`config.mk`:
```
export PLATFORM = sky130hd
export DESIGN_NAME = segment_box_intersection_test_core
export DESIGN_NICKNAME = d
export VERILOG_FILES = /design/src/rtl/sbit_pkg.sv /design/src/rtl/sbit_front.sv /design/src/rtl/sbit_cross.sv /design/src/rtl/segment_box_intersection_test_core.sv
export SDC_FILE = /design/constraint.sdc
export NUM_CORES = 2
export LEC_CHECK = 0
export ABC_AREA = 1
export ABC_CLOCK_PERIOD_IN_PS = 19600
export BUFFER_PORTS_ARGS = -buffer_cell sky130_fd_sc_hd__buf_2
export CORE_ASPECT_RATIO = 0.9
export CORE_MARGIN = 3
export CORE_UTILIZATION = 45
export CTS_CLUSTER_DIAMETER = 40
export CTS_CLUSTER_SIZE = 20
export DETAILED_ROUTE_END_ITERATION = 10
export SKIP_LAST_GASP = 1
export SLEW_MARGIN = 20
export SYNTH_ARGS = -nofsm -noshare
export SYNTH_HDL_FRONTEND = slang
export SYNTH_SLANG_ARGS = --single-unit
```
`constraint.sdc`:
```
create_clock -name i_clk -period 19.6 [get_ports i_clk]
set_input_delay 0.98 -clock i_clk [delete_from_list [all_inputs] [get_ports i_clk]]
set_output_delay 0.98 -clock i_clk [all_outputs]
set_load 0.1 [all_outputs]
```
`src/rtl/sbit_pkg.sv`:
```
// Shared types, constants and sign helpers of the segment/box intersection core.
`timescale 1ns / 1ps
package sbit_pkg;

    localparam int SIZE_BITS    = 12;
    localparam int REG_IDX_BITS = 1;
    localparam logic [SIZE_BITS-1:0] BOX_SIZE_RESET = 12'd256;

    typedef enum logic [REG_IDX_BITS-1:0] {
        REG_BOX_WIDTH  = 1'b0,
        REG_BOX_HEIGHT = 1'b1
    } t_reg_idx;

    // Three-valued sign: -1, 0 or +1.
    typedef logic signed [1:0] t_sgn;

    // Load strobes of the four pipeline stages.
    typedef struct packed {
        logic ld1;
        logic ld2;
        logic ld3;
        logic ld4;
    } t_pipe_ctl;

    function automatic t_sgn f_mk_sgn(input logic neg, input logic nz);
        t_sgn s;
        if (neg) begin
            s = -2'sd1;
        end else if (nz) begin
            s = 2'sd1;
        end else begin
            s = 2'sd0;
        end
        return s;
    endfunction

    function automatic t_sgn f_neg(input t_sgn a);
        return t_sgn'(2'sd0 - a);
    endfunction

    // Both intersection parameters inside [0,1], judged from the signs of the
    // denominator, the numerators and the numerators minus the denominator.
    function automatic logic f_edge_hit(input t_sgn sd, input t_sgn sn1, input t_sgn sm1,
                                        input t_sgn sn2, input t_sgn sm2);
        return (sd != 2'sd0) && (sn1 != f_neg(sd)) && (sm1 != sd) &&
               (sn2 != f_neg(sd)) && (sm2 != sd);
    endfunction

endpackage

```
`src/rtl/sbit_front.sv`:
```
// Stages 1 and 2: box corners, segment direction and corner offsets.
`timescale 1ns / 1ps
module sbit_front
    import sbit_pkg::*;
#(
    parameter int COORD_BITS = 16
) (
    input  logic                          i_clk,
    input  t_pipe_ctl                     i_ctl,
    input  logic [SIZE_BITS-1:0]          i_box_w,
    input  logic [SIZE_BITS-1:0]          i_box_h,
    input  logic signed [COORD_BITS-1:0]  i_sx,
    input  logic signed [COORD_BITS-1:0]  i_sy,
    input  logic signed [COORD_BITS-1:0]  i_ex,
    input  logic signed [COORD_BITS-1:0]  i_ey,
    input  logic signed [COORD_BITS-1:0]  i_cx,
    input  logic signed [COORD_BITS-1:0]  i_cy,
    output logic signed [((COORD_BITS > SIZE_BITS) ? COORD_BITS : SIZE_BITS)+2:0] o_dxl,
    output logic signed [((COORD_BITS > SIZE_BITS) ? COORD_BITS : SIZE_BITS)+2:0] o_dxr,
    output logic signed [((COORD_BITS > SIZE_BITS) ? COORD_BITS : SIZE_BITS)+2:0] o_dyt,
    output logic signed [((COORD_BITS > SIZE_BITS) ? COORD_BITS : SIZE_BITS)+2:0] o_dyb,
    output t_sgn                          o_sxle,
    output t_sgn                          o_sxre,
    output t_sgn                          o_syte,
    output t_sgn                          o_sybe,
    output logic signed [COORD_BITS+1:0]  o_v1x,
    output logic signed [COORD_BITS+1:0]  o_v1y,
    output logic                          o_wnz,
    output logic                          o_hnz
);

    localparam int HW  = (COORD_BITS > SIZE_BITS) ? COORD_BITS : SIZE_BITS;
    localparam int PW  = HW + 2;          // doubled corner coordinate
    localparam int DW  = PW + 1;          // corner minus segment point
    localparam int VW  = COORD_BITS + 2;  // doubled segment direction

    logic signed [PW-1:0] sx_e, sy_e, ex_e, ey_e, cx_e, cy_e, w_e, h_e;

    logic signed [PW-1:0] n1_sx, n1_sy, n1_ex, n1_ey, n1_xl, n1_xr, n1_yt, n1_yb;
    logic signed [VW-1:0] n1_v1x, n1_v1y;
    logic signed [PW-1:0] r1_sx, r1_sy, r1_ex, r1_ey, r1_xl, r1_xr, r1_yt, r1_yb;
    logic signed [VW-1:0] r1_v1x, r1_v1y;
    logic                 r1_wnz, r1_hnz;

    logic signed [DW-1:0] n2_dxl, n2_dxr, n2_dyt, n2_dyb;
    logic signed [DW-1:0] exl, exr, eyt, eyb;

    // Work on doubled coordinates so the half box size stays exact.
    assign sx_e = PW'(i_sx) <<< 1;
    assign sy_e = PW'(i_sy) <<< 1;
    assign ex_e = PW'(i_ex) <<< 1;
    assign ey_e = PW'(i_ey) <<< 1;
    assign cx_e = PW'(i_cx) <<< 1;
    assign cy_e = PW'(i_cy) <<< 1;
    assign w_e  = PW'(signed'({1'b0, i_box_w}));
    assign h_e  = PW'(signed'({1'b0, i_box_h}));

    always_comb begin
        n1_sx  = sx_e;
        n1_sy  = sy_e;
        n1_ex  = ex_e;
        n1_ey  = ey_e;
        n1_xl  = cx_e - w_e;
        n1_xr  = cx_e + w_e;
        n1_yt  = cy_e - h_e;
        n1_yb  = cy_e + h_e;
        n1_v1x = VW'(ex_e - sx_e);
        n1_v1y = VW'(ey_e - sy_e);
    end

    always_ff @(posedge i_clk) begin
        if (i_ctl.ld1) begin
            r1_sx  <= n1_sx;
            r1_sy  <= n1_sy;
            r1_ex  <= n1_ex;
            r1_ey  <= n1_ey;
            r1_xl  <= n1_xl;
            r1_xr  <= n1_xr;
            r1_yt  <= n1_yt;
            r1_yb  <= n1_yb;
            r1_v1x <= n1_v1x;
            r1_v1y <= n1_v1y;
            r1_wnz <= |i_box_w;
            r1_hnz <= |i_box_h;
        end
    end

    always_comb begin
        n2_dxl = DW'(r1_xl) - DW'(r1_sx);
        n2_dxr = DW'(r1_xr) - DW'(r1_sx);
        n2_dyt = DW'(r1_yt) - DW'(r1_sy);
        n2_dyb = DW'(r1_yb) - DW'(r1_sy);
        exl    = DW'(r1_xl) - DW'(r1_ex);
        exr    = DW'(r1_xr) - DW'(r1_ex);
        eyt    = DW'(r1_yt) - DW'(r1_ey);
        eyb    = DW'(r1_yb) - DW'(r1_ey);
    end

    always_ff @(posedge i_clk) begin
        if (i_ctl.ld2) begin
            o_dxl  <= n2_dxl;
            o_dxr  <= n2_dxr;
            o_dyt  <= n2_dyt;
            o_dyb  <= n2_dyb;
            o_sxle <= f_mk_sgn(exl[DW-1], |exl);
            o_sxre <= f_mk_sgn(exr[DW-1], |exr);
            o_syte <= f_mk_sgn(eyt[DW-1], |eyt);
            o_sybe <= f_mk_sgn(eyb[DW-1], |eyb);
            o_v1x  <= r1_v1x;
            o_v1y  <= r1_v1y;
            o_wnz  <= r1_wnz;
            o_hnz  <= r1_hnz;
        end
    end

endmodule

```
`src/rtl/sbit_cross.sv`:
```
// Stages 3 and 4: corner cross products and the per-edge parameter tests.
`timescale 1ns / 1ps
module sbit_cross
    import sbit_pkg::*;
#(
    parameter int COORD_BITS = 16
) (
    input  logic                          i_clk,
    input  t_pipe_ctl                     i_ctl,
    input  logic signed [((COORD_BITS > SIZE_BITS) ? COORD_BITS : SIZE_BITS)+2:0] i_dxl,
    input  logic signed [((COORD_BITS > SIZE_BITS) ? COORD_BITS : SIZE_BITS)+2:0] i_dxr,
    input  logic signed [((COORD_BITS > SIZE_BITS) ? COORD_BITS : SIZE_BITS)+2:0] i_dyt,
    input  logic signed [((COORD_BITS > SIZE_BITS) ? COORD_BITS : SIZE_BITS)+2:0] i_dyb,
    input  t_sgn                          i_sxle,
    input  t_sgn                          i_sxre,
    input  t_sgn                          i_syte,
    input  t_sgn                          i_sybe,
    input  logic signed [COORD_BITS+1:0]  i_v1x,
    input  logic signed [COORD_BITS+1:0]  i_v1y,
    input  logic                          i_wnz,
    input  logic                          i_hnz,
    output logic                          o_hit
);

    localparam int HW  = (COORD_BITS > SIZE_BITS) ? COORD_BITS : SIZE_BITS;
    localparam int DW  = HW + 3;
    localparam int VW  = COORD_BITS + 2;
    localparam int PRW = DW + VW;

    logic signed [PRW-1:0] n3_pl, n3_pr, n3_pt, n3_pb;
    logic signed [PRW-1:0] r3_pl, r3_pr, r3_pt, r3_pb;
    t_sgn r3_sdxl, r3_sdxr, r3_sdyt, r3_sdyb;
    t_sgn r3_sxle, r3_sxre, r3_syte, r3_sybe;
    t_sgn r3_sv1x, r3_sv1y;
    logic r3_wnz, r3_hnz;

    logic signed [PRW:0] d_tl, d_tr, d_br, d_bl;
    t_sgn c_tl, c_tr, c_br, c_bl;
    logic hit_top, hit_right, hit_bottom, hit_left;
    logic n4_hit;

    // Only four distinct products: each corner cross term is a difference of two of them.
    always_comb begin
        n3_pl = i_dxl * i_v1y;
        n3_pr = i_dxr * i_v1y;
        n3_pt = i_dyt * i_v1x;
        n3_pb = i_dyb * i_v1x;
    end

    always_ff @(posedge i_clk) begin
        if (i_ctl.ld3) begin
            r3_pl   <= n3_pl;
            r3_pr   <= n3_pr;
            r3_pt   <= n3_pt;
            r3_pb   <= n3_pb;
            r3_sdxl <= f_mk_sgn(i_dxl[DW-1], |i_dxl);
            r3_sdxr <= f_mk_sgn(i_dxr[DW-1], |i_dxr);
            r3_sdyt <= f_mk_sgn(i_dyt[DW-1], |i_dyt);
            r3_sdyb <= f_mk_sgn(i_dyb[DW-1], |i_dyb);
            r3_sxle <= i_sxle;
            r3_sxre <= i_sxre;
            r3_syte <= i_syte;
            r3_sybe <= i_sybe;
            r3_sv1x <= f_mk_sgn(i_v1x[VW-1], |i_v1x);
            r3_sv1y <= f_mk_sgn(i_v1y[VW-1], |i_v1y);
            r3_wnz  <= i_wnz;
            r3_hnz  <= i_hnz;
        end
    end

    // Side of the segment line on which each corner lies.
    always_comb begin
        d_tl = (PRW+1)'(r3_pl) - (PRW+1)'(r3_pt);
        d_tr = (PRW+1)'(r3_pr) - (PRW+1)'(r3_pt);
        d_br = (PRW+1)'(r3_pr) - (PRW+1)'(r3_pb);
        d_bl = (PRW+1)'(r3_pl) - (PRW+1)'(r3_pb);
        c_tl = f_mk_sgn(d_tl[PRW], |d_tl);
        c_tr = f_mk_sgn(d_tr[PRW], |d_tr);
        c_br = f_mk_sgn(d_br[PRW], |d_br);
        c_bl = f_mk_sgn(d_bl[PRW], |d_bl);
    end

    // Edges are axis aligned, so each edge-side cross product reduces to a sign.
    always_comb begin
        hit_top    = r3_wnz && f_edge_hit(f_neg(r3_sv1y), f_neg(r3_sdyt), f_neg(r3_syte),
                                          c_tl, c_tr);
        hit_right  = r3_hnz && f_edge_hit(r3_sv1x, r3_sdxr, r3_sxre, c_tr, c_br);
        hit_bottom = r3_wnz && f_edge_hit(r3_sv1y, r3_sdyb, r3_sybe, c_br, c_bl);
        hit_left   = r3_hnz && f_edge_hit(f_neg(r3_sv1x), f_neg(r3_sdxl), f_neg(r3_sxle),
                                          c_bl, c_tl);
        n4_hit     = hit_top || hit_right || hit_bottom || hit_left;
    end

    always_ff @(posedge i_clk) begin
        if (i_ctl.ld4) begin
            o_hit <= n4_hit;
        end
    end

endmodule

```
`src/rtl/segment_box_intersection_test_core.sv`:
```
// Top level of the segment/box outline intersection core.
//
// Usage: an input transaction on i_in_valid/o_in_ready carries a segment
// (start and end point) and a box centre, all signed fixed point. The box
// width and height come from two registers written through i_cfg_we,
// i_cfg_idx and i_cfg_data (index 0 width, index 1 height); write them only
// while no transaction is in flight. Each input yields one result
// transaction on o_out_valid/i_out_ready: o_hit is set when the segment
// crosses or touches any of the four box edges.
// From input acceptance, a transaction passes four register stages (corners,
// offsets, four signed multipliers, cross-sign compare) to o_out_valid;
// throughput is one transaction per cycle while the receiver does not stall.
// Reset empties the pipeline and loads both box sizes with BOX_SIZE_RESET (256).
// When the receiver stalls, the result is held and upstream stages keep
// filling bubbles; o_in_ready drops only when all four stages hold data.
`timescale 1ns / 1ps
module segment_box_intersection_test_core
    import sbit_pkg::*;
#(
    parameter int COORD_BITS = 16
) (
    input  logic                          i_clk,
    input  logic                          i_rst_n,
    input  logic                          i_cfg_we,
    input  logic [REG_IDX_BITS-1:0]       i_cfg_idx,
    input  logic [SIZE_BITS-1:0]          i_cfg_data,
    input  logic                          i_in_valid,
    output logic                          o_in_ready,
    input  logic signed [COORD_BITS-1:0]  i_seg_start_x,
    input  logic signed [COORD_BITS-1:0]  i_seg_start_y,
    input  logic signed [COORD_BITS-1:0]  i_seg_end_x,
    input  logic signed [COORD_BITS-1:0]  i_seg_end_y,
    input  logic signed [COORD_BITS-1:0]  i_box_center_x,
    input  logic signed [COORD_BITS-1:0]  i_box_center_y,
    output logic                          o_out_valid,
    input  logic                          i_out_ready,
    output logic                          o_hit
);

    localparam int HW = (COORD_BITS > SIZE_BITS) ? COORD_BITS : SIZE_BITS;
    localparam int DW = HW + 3;
    localparam int VW = COORD_BITS + 2;

    logic [SIZE_BITS-1:0] r_box_w, r_box_h;
    logic                 r_v1, r_v2, r_v3, r_v4;
    logic                 en1, en2, en3, en4;
    t_pipe_ctl            ctl;

    logic signed [DW-1:0] dxl, dxr, dyt, dyb;
    t_sgn                 sxle, sxre, syte, sybe;
    logic signed [VW-1:0] v1x, v1y;
    logic                 wnz, hnz;

    always_ff @(posedge i_clk) begin
        if (!i_rst_n) begin
            r_box_w <= BOX_SIZE_RESET;
            r_box_h <= BOX_SIZE_RESET;
        end else if (i_cfg_we) begin
            case (t_reg_idx'(i_cfg_idx))
                REG_BOX_WIDTH:  r_box_w <= i_cfg_data;
                REG_BOX_HEIGHT: r_box_h <= i_cfg_data;
                default: ;
            endcase
        end
    end

    // A stage advances when it is empty or the stage after it advances.
    always_comb begin
        en4        = !r_v4 || i_out_ready;
        en3        = !r_v3 || en4;
        en2        = !r_v2 || en3;
        en1        = !r_v1 || en2;
        o_in_ready = en1;
        ctl.ld1    = en1 && i_in_valid;
        ctl.ld2    = en2 && r_v1;
        ctl.ld3    = en3 && r_v2;
        ctl.ld4    = en4 && r_v3;
    end

    always_ff @(posedge i_clk) begin
        if (!i_rst_n) begin
            r_v1 <= 1'b0;
            r_v2 <= 1'b0;
            r_v3 <= 1'b0;
            r_v4 <= 1'b0;
        end else begin
            if (en1) r_v1 <= i_in_valid;
            if (en2) r_v2 <= r_v1;
            if (en3) r_v3 <= r_v2;
            if (en4) r_v4 <= r_v3;
        end
    end

    assign o_out_valid = r_v4;

    sbit_front #(
        .COORD_BITS(COORD_BITS)
    ) u_front (
        .i_clk   (i_clk),
        .i_ctl   (ctl),
        .i_box_w (r_box_w),
        .i_box_h (r_box_h),
        .i_sx    (i_seg_start_x),
        .i_sy    (i_seg_start_y),
        .i_ex    (i_seg_end_x),
        .i_ey    (i_seg_end_y),
        .i_cx    (i_box_center_x),
        .i_cy    (i_box_center_y),
        .o_dxl   (dxl),
        .o_dxr   (dxr),
        .o_dyt   (dyt),
        .o_dyb   (dyb),
        .o_sxle  (sxle),
        .o_sxre  (sxre),
        .o_syte  (syte),
        .o_sybe  (sybe),
        .o_v1x   (v1x),
        .o_v1y   (v1y),
        .o_wnz   (wnz),
        .o_hnz   (hnz)
    );

    sbit_cross #(
        .COORD_BITS(COORD_BITS)
    ) u_cross (
        .i_clk   (i_clk),
        .i_ctl   (ctl),
        .i_dxl   (dxl),
        .i_dxr   (dxr),
        .i_dyt   (dyt),
        .i_dyb   (dyb),
        .i_sxle  (sxle),
        .i_sxre  (sxre),
        .i_syte  (syte),
        .i_sybe  (sybe),
        .i_v1x   (v1x),
        .i_v1y   (v1y),
        .i_wnz   (wnz),
        .i_hnz   (hnz),
        .o_hit   (o_hit)
    );

endmodule

```
==> impl_metrics.py <==
metrics = {
    "setup_path": {
        "critPathRequiredTime_ps": 20110,
        "arrival_ps": 7280,
        "crit_family": "adder cells",
        "crit_chain": "nand2_1 -> inv_1 -> fa_1 -> fa_1 -> inv_1 -> fa_1 -> inv_1 -> fa_1 -> fa_1 -> fa_1 -> ha_1 -> nand2_1 -> o21ai_0 -> nand4_1 -> o211ai_1 -> a21oi_1 -> nand2_1 -> xor2_1",
        "timing.critical_path.buf_inv": 3,
        "worstReg2RegEnd": "u_cross.r3_pl[35]",
        "crit_path_start_kind": "flop",
        "cpPeakStageDelay_ps": 910,
        "reg2reg_from": "u_front.o_dxl[18]",
        "critPathMaxFanout": 19,
        "end_kind": "flop",
        "worst-r2r-setup-slack_ps": 12830,
        "worst_r2r_path_depth": 18,
        "cpMaxStageDelayCell": "fa_1",
        "cpMostUsedCell": "fa_1",
        "path_class": "flop to flop",
    },
    "run_status": {
        "status": "finished clean",
    },
    "floorplan": {
        "rows": 152,
        "core_region_area_um2": 192000,
        "die_h_um": 423,
        "fp.dieArea_um2": 199000,
        "die_x_um": 469,
        "ios": 117,
        "start_util": 0.454,
    },
    "placement": {
        "numPortBuffers": 116,
        "post-dp-hpwl_um": 222000,
        "gp_congestion": 0.987,
    },
    "timing": {
        "timing_hold_violations_final": 0,
        "tns_ps": 0,
        "drv_slew": 0,
        "setup_viol": 0,
        "skew_ps": 109,
        "rsz0062_at_grt": "no",
        "worst_pin_slew_ps": 1130,
        "fin_crit_ps": 6770,
        "fmax_ghz": 0.148,
        "period_share": 0.345,
        "maxSlewHeadroom": 0.245,
    },
    "clocking": {
        "path_clk_slew_ps": 50,
        "post_cts_buffers": 0,
        "htreeDepth": 3,
        "cts_buffers": 91,
        "clock-sinks": 481,
        "cts_tree": "yes",
        "postCtsHoldBufs": 0,
        "clock-root-buffer": "clkbuf_16",
        "insertion_delay_ps": 760,
        "ctsLongestPathBuffers": 3,
        "ctsResizeCount": 0,
    },
    "worst_hold_path": {
        "min_from": "u_front.o_sxle[1]",
        "hp-class": "flop to flop",
        "hold_path_depth": 0,
        "hold-path-endpoint": "u_cross.r3_sxle[1]",
    },
    "logic_synthesis": {
        "synth_edf_count": 453,
        "yosysTopAreaCell": "fa_1",
        "ys.warnings.count": 0,
        "syn_nets": 13300,
        "yosysSeqAreaShare": 0.163,
        "synthTopCellsByArea": "fa_1 (30%), edfxtp_1 (16%), inv_1 (13%)",
        "ys_top_cells_by_count": "inv_1 (3,092), nand2_1 (2,745), fa_1 (1,314)",
        "synthCells": 11100,
        "synth_top_area_share": 0.302,
        "synth.most_common_cell": "inv_1",
        "avgSynthCellArea_um2": 7.86,
        "synth_area_um2": 87000,
        "ys_ff_latch": 481,
        "ys.flop_type": "edfxtp_1",
        "async_flop_share": 0,
        "synth.distinct_cells": 59,
    },
    "finish": {
        "syn_to_final_growth_pct": 7.29,
        "drive_gt1_frac": 0.0403,
        "nNetsFinal": 13300,
    },
    "detailed_routing": {
        "ant_nets": 0,
        "drtIter0Drc": 5634,
        "vias_per_cell": 5.09,
        "via_count": 69600,
        "dr.pass1.iters": 6,
        "drc": 0,
        "post_drt_wl_per_cell_um": 19.6,
        "wirelength_um": 268000,
    },
    "grt": {
        "grt_max_degree": 71,
        "antenna_found_initial": 13,
        "grt_pass1_wl_um": 417000,
        "grt_pass1_vias": 71400,
        "grt_use_total": 0.273,
        "overflow": 0,
    },
    "flow_run": {
        "max-cap-violations": 0,
    },
}
==> worst register-to-register path: stages (launching register included) <==
cell and delay, ps:
edfxtp_1 860, nand2_1 230, inv_1 150, fa_1 580, fa_1 910, inv_1 180
fa_1 510, inv_1 50, fa_1 570, fa_1 440, fa_1 450, ha_1 490
nand2_1 170, o21ai_0 290, nand4_1 120, o211ai_1 120, a21oi_1 60, nand2_1 90
xor2_1 260
==> stage by stage <==
stage	worst slack, ps	hold WS, ps	util	cell area [µm²]	std cells
6_report	12830	418	0.487	93300	13700
5_1_grt	12320	373	0.487	93300	13700
4_1_cts	12750	351	0.487	93300	13700
3_5_place_dp	12720	405	0.471	90100	13500
3_3_place_gp	12880	402	0.471	90100	13500
2_1_floorplan	10430	400	-	87000	11100
==> how the worst max path moves through the flow <==
| stage | slack, ps | cells after the start | startpoint | to |
|---|---|---|---|---|
| detailed placement | 12720 | 21 | u_front.o_dxr[0] | u_cross.r3_pr[31] |
| global route | 12320 | 22 | u_front.o_v1x[3] | u_cross.r3_pt[33] |
| global placement | 12880 | 21 | u_front.o_dxr[0] | u_cross.r3_pr[31] |
| CTS | 12750 | 21 | u_front.o_dxr[0] | u_cross.r3_pr[31] |
| floorplan | 10430 | 8 | i_out_ready | u_front.r1_ex[10] |
| finish | 12830 | 18 | u_front.o_dxl[18] | u_cross.r3_pl[35] |
==> layer usage <==
metal / global-route usage / share of wire
met3: 0.0420 / 0.072
met4: 0.0740 / 0.030
met1: 0.381 / 0.44
met5: 0 / 0.00024
met2: 0.442 / 0.46
==> cell usage in the layout (no fill, tap or decap), drive strengths merged, types with 31 or more instances in the layout <==
master  netlist  layout
inv        3095    3123
nand2      2755    2755
fa         1314    1314
ha          800     800
nor2        532     532
a21oi       463     463
edfxtp      453     453
nand3       302     302
xor2        261     261
o21ai       199     199
buf          99     185
xnor2       127     127
clkbuf      206      94
nand4        85      85
nor3         63      63
o21bai       42      42
clkinv        0      39
nor4         33      33
nand3b       31      31
==> area by class of cell <==
| type | count | area, µm² |
|---|---|---|
| Antenna cell | 8 | 20.0 |
| Clock buffer | 94 | 2290 |
| Clock inverter | 77 | 893 |
| Fill cell | 18700 | 98200 |
| Inverter | 3095 | 11600 |
| Multi-Input combinational cell | 7191 | 60100 |
| Sequential cell | 481 | 14200 |
| Tap cell | 2541 | 3180 |
| Timing Repair Buffer | 185 | 1110 |
==> flip-flops by register name (all words and copies together) (netlist names), 12 cells and up <==
register,count
u_cross.r3_pb,36
u_cross.r3_pr,36
u_cross.r3_pl,35
u_cross.r3_pt,35
u_front.o_dxr,19
u_front.o_dyb,19
u_front.o_dxl,18
u_front.o_dyt,18
u_front.r1_xr,18
u_front.r1_yb,18
u_front.o_v1x,17
u_front.o_v1y,17
u_front.r1_v1x,17
u_front.r1_v1y,17
u_front.r1_xl,17
u_front.r1_yt,17
u_front.r1_ex,16
u_front.r1_ey,16
u_front.r1_sx,16
u_front.r1_sy,16
r_box_h,12
r_box_w,12
==> cells by family (layout without fill, tap and decap cells) <==
group | after synthesis | in the layout | synth area share
flops | 481 | 481 | 0.163
fa+ha+maj | 2114 | 2114 | 0.417
xor+xnor | 388 | 388 | 0.0391
simple gates | 3850 | 3850 | 0.179
other cells | 0 | 8 | 0
buf+inv | 3400 | 3451 | 0.147
compound gates | 839 | 839 | 0.0549
Power is left out: the tool's default activity adds up to more than one toggle a clock period on the data nets, which glitch-free logic cannot reach.
